--- config.mk ---
export PLATFORM = sky130hd
export DESIGN_NAME = sliding_window_sender
export DESIGN_NICKNAME = d
export VERILOG_FILES = /design/src/hdl/swsend_pkg.sv /design/src/hdl/swsend_ctrl.sv /design/src/hdl/swsend_dp.sv /design/src/hdl/sliding_window_sender.sv
export SDC_FILE = /design/constraint.sdc
export NUM_CORES = 1
export LEC_CHECK = 0
export BUFFER_PORTS_ARGS = -buffer_cell sky130_fd_sc_hd__clkbuf_2
export CAP_MARGIN = 10
export CORE_ASPECT_RATIO = 0.6
export CORE_MARGIN = 2
export CORE_UTILIZATION = 50
export DETAILED_ROUTE_END_ITERATION = 12
export GPL_TIMING_DRIVEN = 1
export PLACE_DENSITY = 0.7
export SYNTH_ARGS = -nofsm -noshare
export SYNTH_HDL_FRONTEND = slang
export SYNTH_SLANG_ARGS = --single-unit
--- constraint.sdc ---
create_clock -name clk -period 9.4 [get_ports clk]
set_input_delay 0.47 -clock clk [delete_from_list [all_inputs] [get_ports clk]]
set_output_delay 0.47 -clock clk [all_outputs]
set_load 0.05 [all_outputs]
--- src/hdl/swsend_pkg.sv ---
// ----------------------------------------------------------------------------
// swsend_pkg: shared types and codes of the sliding-window sender
// Item kinds, timer commands, acknowledgment status codes, controller state
// encoding and the command group from controller to datapath.
// ----------------------------------------------------------------------------
`default_nettype none

package swsend_pkg;

  // Item kinds on in_kind.
  localparam logic [1:0] KIND_SEND    = 2'd0;
  localparam logic [1:0] KIND_ACK     = 2'd1;
  localparam logic [1:0] KIND_TIMEOUT = 2'd2;

  // Timer commands on out_timer_command.
  localparam logic [1:0] TMR_NONE    = 2'd0;
  localparam logic [1:0] TMR_START   = 2'd1;
  localparam logic [1:0] TMR_STOP    = 2'd2;
  localparam logic [1:0] TMR_RESTART = 2'd3;

  // Acknowledgment status codes on out_ack_status.
  localparam logic [2:0] ACK_NONE      = 3'd0;
  localparam logic [2:0] ACK_NEW       = 3'd1;
  localparam logic [2:0] ACK_BAD_CKSUM = 3'd2;
  localparam logic [2:0] ACK_DUP       = 3'd3;
  localparam logic [2:0] ACK_DUP_FAST  = 3'd4;

  // Duplicate counter and threshold register.
  localparam int          DUP_BITS      = 4;
  localparam logic [3:0]  DUP_MAX       = 4'd15;
  localparam logic [3:0]  DUP_THR_RESET = 4'd3;

  // Controller states, one-hot.
  typedef enum logic [1:0] {
    ST_IDLE = 2'b01,
    ST_EXEC = 2'b10
  } state_t;

  // Commands from controller to datapath.
  typedef struct packed {
    logic capture;  // latch the input item and read the base payload
    logic commit;   // update window state and register the result
  } cmd_t;

endpackage

`default_nettype wire

--- src/hdl/swsend_ctrl.sv ---
// ----------------------------------------------------------------------------
// swsend_ctrl: sequencer of the sliding-window sender
// Two-state machine that takes an item in the idle state and commits it in the
// next cycle, in the execute state, driving busy and the datapath commands.
// ----------------------------------------------------------------------------
`default_nettype none

module swsend_ctrl (
  input  wire logic              clk,
  input  wire logic              rst_n,
  input  wire logic              start,
  output logic                   busy,
  output swsend_pkg::cmd_t       cmd
);

  swsend_pkg::state_t state_r;
  swsend_pkg::state_t state_nxt;

  // Next state: an execute state after every accepted item, then back to idle.
  always_comb begin
    state_nxt = state_r;
    unique case (state_r)
      swsend_pkg::ST_IDLE: begin
        if (start) begin
          state_nxt = swsend_pkg::ST_EXEC;
        end
      end
      swsend_pkg::ST_EXEC: begin
        state_nxt = swsend_pkg::ST_IDLE;
      end
      default: begin
        state_nxt = swsend_pkg::ST_IDLE;
      end
    endcase
  end

  always_ff @(posedge clk) begin
    if (!rst_n) begin
      state_r <= swsend_pkg::ST_IDLE;
    end else begin
      state_r <= state_nxt;
    end
  end

  // Commands and handshake status.
  assign busy        = (state_r == swsend_pkg::ST_EXEC);
  assign cmd.capture = start && (state_r == swsend_pkg::ST_IDLE);
  assign cmd.commit  = (state_r == swsend_pkg::ST_EXEC);

endmodule

`default_nettype wire

--- src/hdl/swsend_dp.sv ---
// ----------------------------------------------------------------------------
// swsend_dp: datapath of the sliding-window sender
// Window pointers, sequence counter, duplicate counter, payload ring memory
// and the registered result.
// ----------------------------------------------------------------------------
`default_nettype none

module swsend_dp #(
  parameter int SEQ_BITS     = 3,
  parameter int WINDOW_SLOTS = 8,
  parameter int PAYLOAD_BITS = 64
) (
  input  wire logic                    clk,
  input  wire logic                    rst_n,
  input  wire swsend_pkg::cmd_t        cmd,
  input  wire logic [1:0]              in_kind,
  input  wire logic [PAYLOAD_BITS-1:0] in_send_payload,
  input  wire logic [SEQ_BITS-1:0]     in_ack_number,
  input  wire logic                    in_ack_checksum_ok,
  input  wire logic [SEQ_BITS-1:0]     in_expired_seq,
  input  wire logic                    cfg_we,
  input  wire logic [3:0]              cfg_wdata,
  output logic                         out_valid,
  output logic                         out_send_accepted,
  output logic                         out_packet_valid,
  output logic [SEQ_BITS-1:0]          out_packet_seq,
  output logic [PAYLOAD_BITS-1:0]      out_packet_payload,
  output logic [1:0]                   out_timer_command,
  output logic [SEQ_BITS-1:0]          out_timer_seq,
  output logic [2:0]                   out_ack_status,
  output logic                         out_window_full
);

  localparam int SB = (WINDOW_SLOTS > 1) ? $clog2(WINDOW_SLOTS) : 1;
  localparam int AW = ((SEQ_BITS > SB) ? SEQ_BITS : SB) + 2;
  localparam logic [AW-1:0] W_A    = AW'(WINDOW_SLOTS);
  localparam logic [AW-1:0] WM1_A  = AW'(WINDOW_SLOTS - 1);

  // Window state.
  logic [SEQ_BITS-1:0] next_seq_r, next_seq_nxt;
  logic [SB-1:0]       base_r, base_nxt;
  logic [SB-1:0]       end_r, end_nxt;
  logic                full_r, full_nxt;
  logic [3:0]          dup_r, dup_nxt;
  logic [3:0]          thr_r;

  // Captured item and base payload read.
  logic [1:0]              kind_r;
  logic [PAYLOAD_BITS-1:0] pay_r;
  logic [SEQ_BITS-1:0]     ack_r;
  logic                    ck_r;
  logic [SEQ_BITS-1:0]     exp_r;
  logic [PAYLOAD_BITS-1:0] rd_r;

  logic [PAYLOAD_BITS-1:0] mem [WINDOW_SLOTS];

  // Result before its output register.
  logic                    acc_nxt, pv_nxt;
  logic [SEQ_BITS-1:0]     pseq_nxt, tseq_nxt;
  logic [PAYLOAD_BITS-1:0] ppay_nxt;
  logic [1:0]              tcmd_nxt;
  logic [2:0]              stat_nxt;
  logic                    mem_we;

  logic                    out_valid_r;
  logic                    acc_r, pv_r, full_out_r;
  logic [SEQ_BITS-1:0]     pseq_r, tseq_r;
  logic [PAYLOAD_BITS-1:0] ppay_r;
  logic [1:0]              tcmd_r;
  logic [2:0]              stat_r;

  // Derived window quantities.
  logic [AW-1:0]       occ;
  logic [AW-1:0]       occ_after;
  logic [AW-1:0]       seq_diff;
  logic [SEQ_BITS-1:0] base_seq;
  logic [SEQ_BITS-1:0] off;
  logic                in_win;
  logic [AW-1:0]       nb_sum;
  logic [AW-1:0]       end_inc;
  logic [3:0]          dup_inc;

  // Occupancy, sequence number at the base and acknowledgment offset.
  always_comb begin
    if (end_r >= base_r) begin
      occ = AW'(end_r) - AW'(base_r);
    end else begin
      occ = AW'(end_r) + W_A - AW'(base_r);
    end
    seq_diff = AW'(next_seq_r) - occ;
    base_seq = seq_diff[SEQ_BITS-1:0];
    off      = ack_r - base_seq;
    in_win   = AW'(off) < occ;
    nb_sum   = AW'(base_r) + AW'(off) + AW'(1);
    if (nb_sum >= W_A) begin
      nb_sum = nb_sum - W_A;
    end
    end_inc = AW'(end_r) + AW'(1);
    if (end_inc == W_A) begin
      end_inc = '0;
    end
    dup_inc = (dup_r == swsend_pkg::DUP_MAX) ? dup_r : dup_r + 4'd1;
  end

  // Item execution.
  always_comb begin
    next_seq_nxt = next_seq_r;
    base_nxt     = base_r;
    end_nxt      = end_r;
    dup_nxt      = dup_r;
    occ_after    = occ;
    mem_we       = 1'b0;
    acc_nxt      = 1'b0;
    pv_nxt       = 1'b0;
    pseq_nxt     = '0;
    ppay_nxt     = '0;
    tcmd_nxt     = swsend_pkg::TMR_NONE;
    tseq_nxt     = '0;
    stat_nxt     = swsend_pkg::ACK_NONE;
    unique case (kind_r)
      swsend_pkg::KIND_SEND: begin
        if (!full_r) begin
          mem_we       = 1'b1;
          acc_nxt      = 1'b1;
          pv_nxt       = 1'b1;
          pseq_nxt     = next_seq_r;
          ppay_nxt     = pay_r;
          if (occ == '0) begin
            tcmd_nxt = swsend_pkg::TMR_START;
            tseq_nxt = next_seq_r;
          end
          next_seq_nxt = next_seq_r + SEQ_BITS'(1);
          end_nxt      = end_inc[SB-1:0];
          occ_after    = occ + AW'(1);
        end
      end
      swsend_pkg::KIND_ACK: begin
        if (occ != '0) begin
          if (ck_r && in_win) begin
            base_nxt  = nb_sum[SB-1:0];
            dup_nxt   = '0;
            stat_nxt  = swsend_pkg::ACK_NEW;
            occ_after = occ - AW'(off) - AW'(1);
            if (occ_after != '0) begin
              tcmd_nxt = swsend_pkg::TMR_RESTART;
              tseq_nxt = base_seq + off + SEQ_BITS'(1);
            end else begin
              tcmd_nxt = swsend_pkg::TMR_STOP;
            end
          end else if (!ck_r) begin
            stat_nxt = swsend_pkg::ACK_BAD_CKSUM;
          end else if (dup_inc >= thr_r) begin
            // Enough duplicates: resend the window base.
            dup_nxt  = '0;
            stat_nxt = swsend_pkg::ACK_DUP_FAST;
            pv_nxt   = 1'b1;
            pseq_nxt = base_seq;
            ppay_nxt = rd_r;
          end else begin
            dup_nxt  = dup_inc;
            stat_nxt = swsend_pkg::ACK_DUP;
          end
        end
      end
      swsend_pkg::KIND_TIMEOUT: begin
        if (occ != '0) begin
          tcmd_nxt = swsend_pkg::TMR_RESTART;
          tseq_nxt = exp_r;
          pv_nxt   = 1'b1;
          pseq_nxt = base_seq;
          ppay_nxt = rd_r;
        end
      end
      default: begin
        // Unused kind: no effect.
      end
    endcase
    full_nxt = (occ_after == WM1_A);
  end

  // Control state and configuration register.
  always_ff @(posedge clk) begin
    if (!rst_n) begin
      next_seq_r  <= '0;
      base_r      <= '0;
      end_r       <= '0;
      full_r      <= 1'b0;
      dup_r       <= '0;
      thr_r       <= swsend_pkg::DUP_THR_RESET;
      out_valid_r <= 1'b0;
    end else begin
      out_valid_r <= cmd.commit;
      if (cfg_we) begin
        thr_r <= cfg_wdata;
      end
      if (cmd.commit) begin
        next_seq_r <= next_seq_nxt;
        base_r     <= base_nxt;
        end_r      <= end_nxt;
        full_r     <= full_nxt;
        dup_r      <= dup_nxt;
      end
    end
  end

  // Item capture, payload ring memory and result register.
  always_ff @(posedge clk) begin
    if (cmd.capture) begin
      kind_r <= in_kind;
      pay_r  <= in_send_payload;
      ack_r  <= in_ack_number;
      ck_r   <= in_ack_checksum_ok;
      exp_r  <= in_expired_seq;
      rd_r   <= mem[base_r];
    end
    if (cmd.commit && mem_we) begin
      mem[end_r] <= pay_r;
    end
    if (cmd.commit) begin
      acc_r      <= acc_nxt;
      pv_r       <= pv_nxt;
      pseq_r     <= pseq_nxt;
      ppay_r     <= ppay_nxt;
      tcmd_r     <= tcmd_nxt;
      tseq_r     <= tseq_nxt;
      stat_r     <= stat_nxt;
      full_out_r <= full_nxt;
    end
  end

  assign out_valid          = out_valid_r;
  assign out_send_accepted  = acc_r;
  assign out_packet_valid   = pv_r;
  assign out_packet_seq     = pseq_r;
  assign out_packet_payload = ppay_r;
  assign out_timer_command  = tcmd_r;
  assign out_timer_seq      = tseq_r;
  assign out_ack_status     = stat_r;
  assign out_window_full    = full_out_r;

endmodule

`default_nettype wire

--- src/hdl/sliding_window_sender.sv ---
// ----------------------------------------------------------------------------
// sliding_window_sender: go-back-N sender with fast retransmit
// Keeps a ring of unacknowledged packets, emits new and resent packets,
// issues timer commands and reports acknowledgment status.
//
//   Channel   Handshake          Payload
//   input     start / busy       in_kind, in_send_payload, in_ack_number,
//                                in_ack_checksum_ok, in_expired_seq
//   result    out_valid strobe   out_send_accepted .. out_window_full
//   config    cfg_we             cfg_wdata (duplicate threshold)
//
// Every item is captured, together with a read of the base payload from
// the registered ring memory port, and is then committed to the window state.
// The result transfer is on the ports for one cycle after that; busy is low
// in that cycle, so the next item may be taken at its end.
// Reset clears the pointers and counters and sets the threshold to 3; the
// ring memory is not cleared. The receiver cannot stall results.
// ----------------------------------------------------------------------------
`default_nettype none

module sliding_window_sender #(
  parameter int SEQ_BITS     = 3,
  parameter int WINDOW_SLOTS = 8,
  parameter int PAYLOAD_BITS = 64
) (
  input  wire logic                    clk,
  input  wire logic                    rst_n,
  input  wire logic                    start,
  output logic                         busy,
  input  wire logic [1:0]              in_kind,
  input  wire logic [PAYLOAD_BITS-1:0] in_send_payload,
  input  wire logic [SEQ_BITS-1:0]     in_ack_number,
  input  wire logic                    in_ack_checksum_ok,
  input  wire logic [SEQ_BITS-1:0]     in_expired_seq,
  output logic                         out_valid,
  output logic                         out_send_accepted,
  output logic                         out_packet_valid,
  output logic [SEQ_BITS-1:0]          out_packet_seq,
  output logic [PAYLOAD_BITS-1:0]      out_packet_payload,
  output logic [1:0]                   out_timer_command,
  output logic [SEQ_BITS-1:0]          out_timer_seq,
  output logic [2:0]                   out_ack_status,
  output logic                         out_window_full,
  input  wire logic                    cfg_we,
  input  wire logic [3:0]              cfg_wdata
);

  swsend_pkg::cmd_t cmd;

  // Sequencer.
  swsend_ctrl u_ctrl (
    .clk   (clk),
    .rst_n (rst_n),
    .start (start),
    .busy  (busy),
    .cmd   (cmd)
  );

  // Window datapath.
  swsend_dp #(
    .SEQ_BITS     (SEQ_BITS),
    .WINDOW_SLOTS (WINDOW_SLOTS),
    .PAYLOAD_BITS (PAYLOAD_BITS)
  ) u_dp (
    .clk                (clk),
    .rst_n              (rst_n),
    .cmd                (cmd),
    .in_kind            (in_kind),
    .in_send_payload    (in_send_payload),
    .in_ack_number      (in_ack_number),
    .in_ack_checksum_ok (in_ack_checksum_ok),
    .in_expired_seq     (in_expired_seq),
    .cfg_we             (cfg_we),
    .cfg_wdata          (cfg_wdata),
    .out_valid          (out_valid),
    .out_send_accepted  (out_send_accepted),
    .out_packet_valid   (out_packet_valid),
    .out_packet_seq     (out_packet_seq),
    .out_packet_payload (out_packet_payload),
    .out_timer_command  (out_timer_command),
    .out_timer_seq      (out_timer_seq),
    .out_ack_status     (out_ack_status),
    .out_window_full    (out_window_full)
  );

endmodule

`default_nettype wire

Word level (Yosys, flattened, before mapping)

Memories as Yosys holds them, arrays and structs flattened. A register that Yosys moved wholly into a read port is not among the register bits.
Cells that the tools add are included.
Widths: inputs -> output; s select.

Word-level logic and storage cells: 122
Output and inout port bits: 80
Memories kept: 1
Memory bits (writable): 512
Register bits after elaboration: 172
Input port bits: 81
Bits in latches: 0
Memory bits (read-only): 0

$lt $le $gt $ge: 4
$mul: 0
Bitwise gates (word level): 4
Shift operators: 0
Eq/ne operators: 7
Add/sub/neg operators: 16
Div/mod/pow operators: 0
Multiplexer cells: 52
Reductions and logical operators: 15

Memories:

| memory   | depth | width | read ports | clocked after Yosys merged registers in | write ports | RTL line        | source |
|---|---|---|---|---|---|---|---|
| u_dp.mem | 8     | 64    | 1          | 1                                       | 1           | swsend_dp.sv:55 | `logic [PAYLOAD_BITS-1:0] mem [WINDOW_SLOTS];` |

Operators with widths:

| kind                | number |
|---|---|
| $mux 64             | 6 |
| $pmux 64 s3         | 1 |
| $mux 3              | 15 |
| $mux 5              | 4 |
| $pmux 3 s3          | 2 |
| $mux 4              | 4 |
| $mux 1              | 12 |
| $mux 2              | 5 |
| $pmux 5 s2          | 1 |
| $reduce_bool 5->1   | 2 |
| $sub 5x3->5         | 2 |
| $eq 4x4->1 const B  | 2 |
| $reduce_and 4->1    | 2 |
| $add 3x1->3 const B | 2 |
| $pmux 2 s3          | 1 |
| $sub 3x3->3         | 2 |
| $add 3x4->5 const B | 1 |
| $add 4x1->5 const B | 1 |
| $add 5x1->5 const B | 1 |
| $eq 5x3->1 const B  | 1 |
| $ge 5x4->1 const B  | 1 |
| $logic_not 5->1     | 1 |
| $lt 3x5->1          | 1 |
| $sub 5x1->5 const B | 1 |
| other kinds (19)    | 27 |

Longest topological paths before layout

Gate-level depths: netlist of the first run.

Word-level depth: 12
Depth in mapped cells: 19
Gate-level depth less buffers: 16

Hierarchy

A second synthesis of the first run with hierarchy kept.

Cell total of the unflattened synthesis: 1,443
Area, all modules: 28,464.8 sq um

Modules (own cells, without submodules):

| module      | area an instance (sq um) | cells an instance | seq. area each (sq um) | times used |
|---|---|---|---|---|
| swsend_dp   | 28,382.2                 | 1,436             | 22,211.3               | 1 |
| swsend_ctrl | 82.6                     | 7                 | 40.0                   | 1 |

Worst setup path before layout of the first run

Ideal clock, no wire load.

Kind: flip-flop to flip-flop
Start: register u_ctrl.state_r[0]
End: memory u_dp.mem[0][0] (enable)
Stages on the path, launching flop included: 5
Arrival time: 8,938 ps
Setup time: 645 ps
Path slack: -183 ps
Data required time: 8,755 ps
Period minus slack after synthesis: 9,583 ps
Path buffers: 0
Cells stage by stage: dfxtp_1 -> nand2b_1 -> inv_1 -> nand2_1 -> nor4_1

Cells in the longest elaborated chain, start to end: 4

RTL lines:

| element                      | RTL line                    | source |
|---|---|---|
| start, declared              | swsend_ctrl.sv:16           | `swsend_pkg::state_t state_r;` |
| start signal, assigned       | swsend_ctrl.sv:39           | `state_r <= swsend_pkg::ST_IDLE;` |
| start signal, assigned       | swsend_ctrl.sv:41           | `state_r <= state_nxt;` |
| $eq 2x2->1                   | n/a                         |  |
| named net busy               | sliding_window_sender.sv:29 | `output logic busy,` |
| $logic_and 1x1->1            | swsend_dp.sv:216            | `if (cmd.commit && mem_we) begin` |
| $mux 1                       | swsend_dp.sv:216            |  |
| $mux 1 (implied by the code) | swsend_dp.sv:217            | `mem[end_r] <= pay_r;` |
| end, declared                | swsend_dp.sv:55             |  |

The timed path passes the listed nets, and every way through them passes these cells.

Final worst setup path of the first run

Start: register u_dp.base_r[1]
End: register u_dp.ppay_r[52] (netlist: u_dp.out_packet_payload[52]), data pin

Cells in the longest elaborated chain, start to end: 9
Elaborated cells on any way between the ends: 13
Classes of those cells: 4 x add/sub; 2 x order compare; 5 x mux; 2 x reduce/logical

RTL lines:

| element                                   | RTL line         | source |
|---|---|---|
| start, declared                           | swsend_dp.sv:41  | `logic [SB-1:0] base_r, base_nxt;` |
| start signal, assigned                    | swsend_dp.sv:198 | `base_r <= base_nxt;` |
| $sub 5x3->5, or another cell as far along | swsend_dp.sv:88  | `occ = AW'(end_r) + W_A - AW'(base_r);` |
| $mux 5 (*)                                | swsend_dp.sv:85  | `if (end_r >= base_r) begin` |
| $sub 3x3->3                               | swsend_dp.sv:90  | `seq_diff = AW'(next_seq_r) - occ;` |
| $sub 3x3->3                               | swsend_dp.sv:92  | `off = ack_r - base_seq;` |
| $lt 3x5->1                                | swsend_dp.sv:93  | `in_win = AW'(off) < occ;` |
| $logic_and 1x1->1                         | swsend_dp.sv:139 | `if (ck_r && in_win) begin` |
| $mux 64                                   | swsend_dp.sv:139 |  |
| $mux 64                                   | swsend_dp.sv:138 | `if (occ != '0) begin` |
| $pmux 64 s3 (*)                           | swsend_dp.sv:120 | `unique case (kind_r)` |
| named net u_dp.ppay_nxt[52]               | swsend_dp.sv:60  | `logic [PAYLOAD_BITS-1:0] ppay_nxt;` |
| end signal, assigned                      | swsend_dp.sv:223 | `ppay_r <= ppay_nxt;` |
| end, declared                             | swsend_dp.sv:68  | `logic [PAYLOAD_BITS-1:0] ppay_r;` |

Mark *: on every way through the listed nets, which the timed path passes. The rest lies on a longest branch.
A chain may end at the register's enable or synchronous reset.

==> results of run 1 <==
-- path summary, 6_finish.rpt --
| path | endpoint | slack, ns | depth (start not counted) |
|---|---|---|---|
| hold / removal | u_dp.pay_r[7] | 0.03 | 1 |
| setup / recovery | u_dp.out_packet_payload[52] | 2.87 | 15 |
| setup reg to reg | u_dp.out_packet_payload[52] | 2.87 | 15 |
| hold reg to reg | u_dp.thr_r[1] | 0.49 | 2 |
-- Yosys cell counts (8+ instances only) --
cell / count / area share, %
nand3_1: 13 / 0.23
nand2_1: 223 / 2.9
buf_2: 21 / 0.37
mux4_2: 128 / 10
nor2_1: 20 / 0.26
nor3_1: 11 / 0.19
ha_1: 21 / 0.92
nor2b_1: 8 / 0.18
dfxtp_1: 21 / 1.5
o21ai_0: 9 / 0.16
xnor2_1: 11 / 0.34
edfxtp_1: 727 / 77
clkbuf_1: 43 / 0.57
inv_1: 28 / 0.37
a22o_1: 64 / 2.0
-- power breakdown --
group / internal (W) / leakage, nW / switching (W) / total, W
sequential: 0.00371 / 6.81 / 0.0000528 / 0.00376
combinational: 0.0000407 / 2.97 / 0.0000833 / 0.000124
clock: 0.00159 / 1.09 / 0.00120 / 0.00279
total: 0.00534 / 10.9 / 0.00134 / 0.00667
-- cell families after synthesis --
group,after synthesis,share of synthesized area [%]
DFF,748,78.3
and+or+nand+nor,305,4.55
muxes,135,10.4
AOI/OAI and AO/OA,119,3.53
buffers and inverters,95,1.36
adders and majority gates,27,1.35
xor gates and xnor gates,15,0.511
-- worst reg2reg max path: stages, from the launching register on --
cell	delay (ns)
dfxtp_4	1.06
inv_1	0.28
fa_1	0.70
fa_1	0.58
inv_1	0.08
fa_1	0.37
xor2_1	0.22
xnor3_1	0.32
ha_1	0.39
o211ai_1	0.13
nand2_1	0.11
and3_1	0.24
a41oi_2	0.20
nor2_4	0.82
buf_4	0.65
a22o_1	0.24
-- layout make-up --
cell class,instances,area [um2],area share (%)
sequential,748,22300,68.8
multi-input combinational,601,5850,18.1
clock buffer,83,1820,5.63
timing repair buffer,181,971,3.00
tap,759,950,2.93
clock inverter,41,404,1.25
inverter,29,114,0.352
antenna,1,2.50,0.00773
-- sequential cells by signal, summed over array words and instances, names as in the netlist, 2 cells and up --
signal,flops
u_dp.out_timer_seq,3
u_ctrl.state_r,2
u_dp.base_r,3
u_dp.out_packet_payload,64
u_dp.out_packet_seq,3
u_dp.dup_r,4
u_dp.thr_r,4
u_dp.kind_r,2
u_dp.rd_r,64
u_dp.end_r,3
u_dp.ack_r,3
u_dp.exp_r,3
u_dp.out_timer_command,2
u_dp.mem,512
u_dp.out_ack_status,3
u_dp.next_seq_r,3
u_dp.pay_r,64
-- per-stage QoR --
step                hold slack (ns)  setup slack [ns]  util [%]
floorplan                     0.448              1.53         -
global placement              0.483              3.02      53.8
detailed placement            0.477              2.85      53.8
CTS                         0.00137              2.81      57.8
global route                0.00348              2.40      57.8
finish                       0.0278              2.87      57.8
-- metal layers --
metal	vias to the layer above	wire length, um	GRT usage (%)
li1	6116	-	-
met1	7262	26600	30.8
met4	0	960	4.62
met2	484	26700	30.5
met5	-	0	0
met3	72	3810	3.94
==> results_dict.tcl, run 1 <==
set metrics [dict create \
    status "completed" \
    syn_area_per_cell_um2 19.7 \
    dp_cells 2318 \
    stdcell_count 2443 \
    pin_count 161 \
    cts_buffers 69 \
    end_kind "flop" \
    final_max_slew_viol_count 0 \
    hp-class "input port to flop" \
    fin_setup_tns_ns 0 \
    fin_crit_sh_pct 69.4 \
    wire_per_inst_um 23.8 \
    synth.distinct_cells 60 \
    drv_cap 0 \
    cts_sinks 748 \
    r2r_start "u_dp.base_r[1]" \
    grt.total_usage_pct 20.2 \
    yosys_warnings 0 \
    dpl.hpwl_mm 29.9 \
    vias 13900 \
    insertion_delay_ns 0.61 \
    gp_congestion 0.855 \
    hp-start "in_send_payload[7]" \
    htreeDepth 3 \
    cts_tree "built" \
    async_reset_ff_share_pct 0 \
    remaining_drc_errors 0 \
    area_growth_pct 13.9 \
    core_area_mm2 0.0560 \
    vias_per_cell 5.70 \
    leakage_nw 10.9 \
    synth_cells 1444 \
    fp.dieArea_mm2 0.0588 \
    rows 67 \
    rsz0062_at_grt "false" \
    critPathLaunchType "flop" \
    fmax_mhz 153 \
    worst-setup-path-type "flop to flop" \
    crit_buf_inv 3 \
    ys_ff_latch 748 \
    cpPeakStageDelay_ns 1.06 \
    seq_area_frac_synth_pct 78.3 \
    place_area_mm2 0.0302 \
    synth_edf_count 727 \
    setup_viol 0 \
    syn_nets 1552 \
    drtIter0Drc 1381 \
    dr.pass1.iters 5 \
    fp.dieH_um 189 \
    die-width_um 312 \
    critPathArrivalTime_ns 6.98 \
    ir_drop_uv 184 \
    clk_pin_slew_ns 0.06 \
    grt_overflow 0 \
    crit_top_cell "fa_1" \
    ant_nets 0 \
    layout-drive-gt1-share_pct 25.8 \
    grt_max_degree 99 \
    final_area_mm2 0.0324 \
    final_cell_mix "edfxtp_1, nand2_1, clkbuf_2" \
    antenna_found_initial 1 \
    ctsHoldBuffers 0 \
    crit_family "adder cells" \
    clockBufferDepth 3 \
    start_util_pct 50.7 \
    final_nets 1738 \
    io_buffers 160 \
    maxSlewHeadroom_pct 25.8 \
    cp-startpoint "u_dp.base_r[1]" \
    worst_slew_pin_slew_ns 1.11 \
    skew_ns 0.0266 \
    power_w 0.00667 \
    hold_viol_final 0 \
    post-cts-setup-buffer-count 0 \
    worstPathRequired_ns 9.86 \
    synth_flop_cell "edfxtp_1" \
    finalCriticalPeriod_ns 6.53 \
    grt_pass1_vias 14100 \
    powerDensity_mw_per_mm2 206 \
    grt_pass1_wl_mm 88.9 \
    cp_max_fo 67 \
    path_cells "inv_1 > fa_1 > fa_1 > inv_1 > fa_1 > xor2_1 > xnor3_1 > ha_1 > o211ai_1 > nand2_1 > and3_1 > a41oi_2 > nor2_4 > buf_4 > a22o_1" \
    ctsResizeCount 0 \
    slowest_stage "dfxtp_4" \
    syn-cell-area_mm2 0.0284 \
    fillers 4185 \
    final_common_cell "edfxtp_1" \
    cts_root_buf "clkbuf_16" \
    routed_wl_mm 58.1 \
]
(Power assumes the default switching activity.)
==> run 2: changes to the inputs <==
- clock period: 9.4 -> 6 ns (I/O delays scaled with it)
==> run 2 against run 1 <==
  * Worst setup slack lost 2.3 ns
  * Fmax grew 21%
  * Highest routed layer unchanged
  * Largest cell class unchanged
  * Combinational power grew 91%
  * Sequential share of layout area shrank 1.8 points
  * Critical endpoint is now u_dp.out_packet_seq[2]
  * First-iteration DRC count shrank 5.6%
  * Count of clock-buffer cells in the layout grew 1
  * Cell count grew 3.2%
  * Utilization grew 1.5 points
==> results_dict.tcl, run 2 (synthesis results as in run 1) <==
set metrics [dict create \
    ant_nets 0 \
    crit_family "adder cells" \
    grt_pass1_vias 14500 \
    r2r_slack_ns 0.61 \
    crit_buf_inv 4 \
    maxSlewHeadroom_pct 26.5 \
    largest_register_ffs 512 \
    final_common_cell "edfxtp_1" \
    cp_max_fo 65 \
    final_max_slew_viol_count 0 \
    cpPeakStageDelay_ns 0.54 \
    critPathArrivalTime_ns 5.75 \
    vias 14300 \
    vias_per_cell 5.66 \
    largest_register "u_dp.mem" \
    final_util_pct 59.3 \
    area_growth_pct 16.9 \
    place_area_mm2 0.0302 \
    path_cells "inv_1 > ha_1 > inv_1 > ha_1 > fa_1 > inv_1 > fa_1 > xor2_1 > xnor3_1 > ha_1 > a21oi_1 > nand2_1 > and3_1 > a41oi_2 > nor2_4 > buf_12 > a221o_1" \
    ctsResizeCount 0 \
    grt_overflow 0 \
    grt.total_usage_pct 20.4 \
    cp-startpoint "u_dp.end_r[0]" \
    gp_congestion 0.850 \
    cts_buffers 68 \
    dpl.hpwl_mm 30.1 \
    rows 67 \
    cts_root_buf "clkbuf_16" \
    fp.dieArea_mm2 0.0588 \
    worst_slew_pin_slew_ns 1.10 \
    fin_crit_sh_pct 89.9 \
    die-width_um 312 \
    finalCriticalPeriod_ns 5.39 \
    antenna_cells 0 \
    slowest_stage "ha_1" \
    status "completed" \
    skew_ns 0.0217 \
    remaining_drc_errors 0 \
    timing.rr.end "u_dp.out_packet_seq[2]" \
    io_buffers 160 \
    drtIter0Drc 1304 \
    powerDensity_mw_per_mm2 314 \
    pin_count 161 \
    core_area_mm2 0.0560 \
    r2r_start "u_dp.end_r[0]" \
    insertion_delay_ns 0.62 \
    routed_wl_mm 59.3 \
    dp_cells 2321 \
    stdcell_count 2520 \
    ir_drop_uv 200 \
    setup_viol 0 \
    clk_pin_slew_ns 0.07 \
    drv_cap 0 \
    cts_tree "built" \
    hold_viol_final 0 \
    critPathLaunchType "flop" \
    final_area_mm2 0.0332 \
    final_cell_mix "edfxtp_1, nand2_1, clkbuf_2" \
    fp.dieH_um 189 \
    rsz0062_at_grt "false" \
    reg2regPathDepth 17 \
    clockBufferDepth 3 \
    grt_max_degree 130 \
    hp-start "cfg_we" \
    start_util_pct 50.7 \
    grt_pass1_wl_mm 89.6 \
    post-cts-setup-buffer-count 0 \
    crit_end "u_dp.out_packet_seq[2]" \
    worst-setup-path-type "flop to flop" \
    fmax_mhz 185 \
    final_nets 1820 \
    worstPathRequired_ns 6.36 \
    end_kind "flop" \
    wire_per_inst_um 23.5 \
    antenna_found_initial 2 \
    layout-drive-gt1-share_pct 24.4 \
    fin_setup_tns_ns 0 \
    cts_sinks 748 \
    hp-class "input port to flop" \
    critical_path_depth 17 \
    leakage_nw 11.2 \
    htreeDepth 3 \
    dr.pass1.iters 7 \
]
run 2: changes by cell type in the layout (fill, tap and decap cells not counted), sizes merged:
cell | before | now
clkbuf | 243 | 244
diode | 1 | 0
clkinvlp | 2 | 1
inv | 32 | 29
clkinv | 29 | 27
buf | 21 | 26
dlygate4sd3 | 0 | 78
run 2: report_power, final:
| group | total, W | leakage [nW] | internal, W | switching, W |
|---|---|---|---|---|
| sequential | 0.00589 | 6.81 | 0.00581 | 0.0000815 |
| clock | 0.00432 | 1.06 | 0.00247 | 0.00185 |
| combinational | 0.000237 | 3.33 | 0.0000968 | 0.000140 |
run 2: routing by layer:
layer | share of wire, % | global-route usage (%) | vias to the layer above
met1 | 45 | 30.6 | 7425
met3 | 6.2 | 3.85 | 84
met5 | 0 | 0 | -
met2 | 47 | 31.6 | 475
li1 | - | - | 6277
met4 | 1.4 | 4.18 | 0
run 2: repair_timing:
| item | 4_1_cts | 5_1_grt |
|---|---|---|
| endpoints found under the setup margin | 0 | 0 |
| hold buffers | 78 | 0 |
| endpoints found under the hold margin | 77 | 0 |
run 2: area by class of cell:
type,instances,area (um2)
clock buffers,84,1830
clock inverters,35,364
fillers,4155,22800
inverters,29,114
multi-input cells,601,5860
flip-flops and latches,748,22300
well taps,759,950
repair buffers,264,1860
run 2: stage by stage:
stage	power [W]	worst slack [ns]	hold WS, ns
floorplan	0.00609	-1.87	0.399
global placement	0.00619	0.823	0.477
detailed placement	0.00620	0.687	0.479
CTS	0.0105	0.649	0.00832
global route	0.0108	0.325	0.0305
finish	0.0104	0.607	0.0329
run 2: worst register-to-register path, stage by stage, from the launching register on:
cell and delay, ns:
dfxtp_1 0.51, inv_1 0.15, ha_1 0.54, inv_1 0.19
ha_1 0.24, fa_1 0.52, inv_1 0.07, fa_1 0.38
xor2_1 0.23, xnor3_1 0.33, ha_1 0.38, a21oi_1 0.23
nand2_1 0.10, and3_1 0.24, a41oi_2 0.34, nor2_4 0.07
buf_12 0.26, a221o_1 0.36
run 2: how the worst min path moves through the flow:
stage | to | cells after the start | slack (ns)
after CTS | u_dp.thr_r[0] | 3 | 0.008
after floorplan | u_dp.ack_r[0] | 0 | 0.40
final | u_dp.thr_r[0] | 3 | 0.03
after global routing | u_dp.thr_r[0] | 3 | 0.03
after detailed placement | u_dp.pay_r[5] | 1 | 0.48
after global placement | u_dp.pay_r[38] | 1 | 0.48
==> run 3: changes to the inputs <==
- REMOVE_ABC_BUFFERS: unset -> 1
==> run 3 against run 2 <==
  * The flow now finishes with violations (DRC)
  * Cell count decreased by 0.12%
  * Cell area decreased by 0.49%
  * Register-to-register slack improved by 0.10 ns
  * Via count increased by 0.60%
  * Utilization decreased by 0.29 points
  * Fmax increased by 1.9%
  * Combinational power about the same
  * Routed wire length increased by 0.99%
  * Critical path type unchanged
  * Critical endpoint unchanged
  * Largest power group unchanged
==> results_dict.tcl, run 3 (synthesis results as in run 1) <==
set metrics [dict create \
    end_kind "flop" \
    clockBufferDepth 3 \
    grt_pass1_wl_mm 91.2 \
    grt.total_usage_pct 20.7 \
    critPathLaunchType "flop" \
    p_seq_share_pct 57.4 \
    htreeDepth 3 \
    insertion_delay_ns 0.61 \
    power_w 0.0103 \
    final_nets 1816 \
    p_sw_share_pct 20.4 \
    fmax_mhz 189 \
    ant_nets 0 \
    slowest_stage "ha_1" \
    crit_buf_inv 4 \
    layout-drive-gt1-share_pct 24.3 \
    antenna_found_initial 1 \
    die-width_um 312 \
    fp.dieH_um 189 \
    skew_ns 0.0260 \
    worst_slew_pin_slew_ns 1.17 \
    dr.pass1.iters 9 \
    dpl.hpwl_mm 30.3 \
    core_area_mm2 0.0560 \
    maxSlewHeadroom_pct 22.1 \
    vias 14300 \
    crit_family "adder cells" \
    hp-class "input port to flop" \
    p_clk_share_pct 40.3 \
    rsz0062_at_grt "false" \
    cts_root_buf "clkbuf_16" \
    start_util_pct 50.7 \
    drtIter0Drc 1532 \
    cts_tree "built" \
    routed_wl_mm 59.9 \
    dp_cells 2321 \
    pin_count 161 \
    powerDensity_mw_per_mm2 310 \
    comb_power_share_pct 2.3 \
    antenna_cells 0 \
    setup_viol 0 \
    internal_power_w 0.00817 \
    grt_max_degree 96 \
    status "finished with violations" \
    clk_pin_slew_ns 0.07 \
    hp-start "cfg_we" \
    cts_buffers 67 \
    r2r_start "u_dp.end_r[0]" \
    io_buffers 160 \
    area_growth_pct 16.4 \
    gp_congestion 0.896 \
    final_cell_mix "edfxtp_1, nand2_1, clkbuf_2" \
    rows 67 \
    finalCriticalPeriod_ns 5.29 \
    vias_per_cell 5.70 \
    grt_overflow 0 \
    drv_cap 0 \
    netSwitchingPower_w 0.00209 \
    remaining_drc_errors 1 \
    worst-setup-path-type "flop to flop" \
    ctsHoldBuffers 77 \
    ir_drop_uv 209 \
    layout_setup_ws_ns 0.708 \
    violations "DRC" \
    leakage_nw 11.1 \
    grt_pass1_vias 14700 \
    fin_setup_tns_ns 0 \
    fin_crit_sh_pct 88.2 \
    wire_per_inst_um 23.8 \
    critPathArrivalTime_ns 5.63 \
    ctsResizeCount 0 \
    cp-startpoint "u_dp.end_r[0]" \
    final_util_pct 59.1 \
    cpPeakStageDelay_ns 0.52 \
    stdcell_count 2517 \
    fp.dieArea_mm2 0.0588 \
    final_common_cell "edfxtp_1" \
    hold_viol_final 0 \
    place_ws_ns 0.785 \
    cp_max_fo 65 \
    largest_register_ffs 512 \
    final_max_slew_viol_count 0 \
    post-cts-setup-buffer-count 0 \
    largest_register "u_dp.mem" \
    cts_sinks 748 \
    path_cells "inv_1 > ha_1 > inv_1 > ha_1 > fa_1 > inv_1 > fa_1 > xor2_1 > xnor3_1 > ha_1 > a21oi_1 > nand2_1 > and3_1 > a41oi_2 > nor2_4 > buf_12 > a221o_1" \
    worstPathRequired_ns 6.33 \
]
-- run 3: cell count changes in the layout (fill, tap and decap cells not counted), sizes merged --
cell,previous run,this run
buf,26,24
bufinv,7,4
clkbuf,244,246
clkinv,27,26
clkinvlp,1,2
dlygate4sd3,78,77
inv,29,30
-- run 3: metal layers --
metal  routed length (um)  vias to the layer above  global-route usage, %
li1                     -                     6258                      -
met1                26300                     7470                   30.5
met2                28200                      542                   32.1
met3                 4370                       76                   4.17
met4                 1010                        0                   4.81
met5                    0                        -                      0
-- run 3: per-stage QoR --
stage / hold slack (ns) / cell area, um2
final: 0.0512 / 33100
after global routing: 0.0598 / 33100
after CTS: 0.0329 / 33100
after detailed placement: 0.479 / 30200
after global placement: 0.478 / 30200
after floorplan: 0.362 / 28100
-- run 3: area by class of cell --
type / instances / area, um2
Timing Repair Buffer: 261 / 1810
Fill cell: 4075 / 22900
Tap cell: 759 / 950
Sequential cell: 748 / 22300
Inverter: 29 / 114
Clock buffer: 86 / 1750
Clock inverter: 33 / 338
Multi-Input combinational cell: 601 / 5840
-- run 3: power by group through the flow --
stage / sequential [W] / clock (W) / combinational [W]
2_1_floorplan: 0.00601 / 0 / 0.0000900
3_3_place_gp: 0.00600 / 0 / 0.000195
3_5_place_dp: 0.00600 / 0 / 0.000199
4_1_cts: 0.00589 / 0.00421 / 0.000239
5_1_grt: 0.00590 / 0.00441 / 0.000257
6_report: 0.00589 / 0.00414 / 0.000239
-- run 3: path summary, 6_finish.rpt --
check                                         endpoint  slack [ns]  cells past startpoint
worst min-delay path                     u_dp.thr_r[1]        0.05                      2
worst min register to register           u_dp.dup_r[1]        0.53                      2
worst max register to register  u_dp.out_packet_seq[2]        0.71                     17
worst max-delay path            u_dp.out_packet_seq[2]        0.71                     17
-- run 3: worst register-to-register path, cell delays in order (launching register included) --
cell and delay [ns]:
dfxtp_1 0.44, inv_1 0.12, ha_1 0.52, inv_1 0.21, ha_1 0.25, fa_1 0.52
inv_1 0.07, fa_1 0.38, xor2_1 0.26, xnor3_1 0.33, ha_1 0.37, a21oi_1 0.22
nand2_1 0.10, and3_1 0.23, a41oi_2 0.31, nor2_4 0.06, buf_12 0.27, a221o_1 0.36
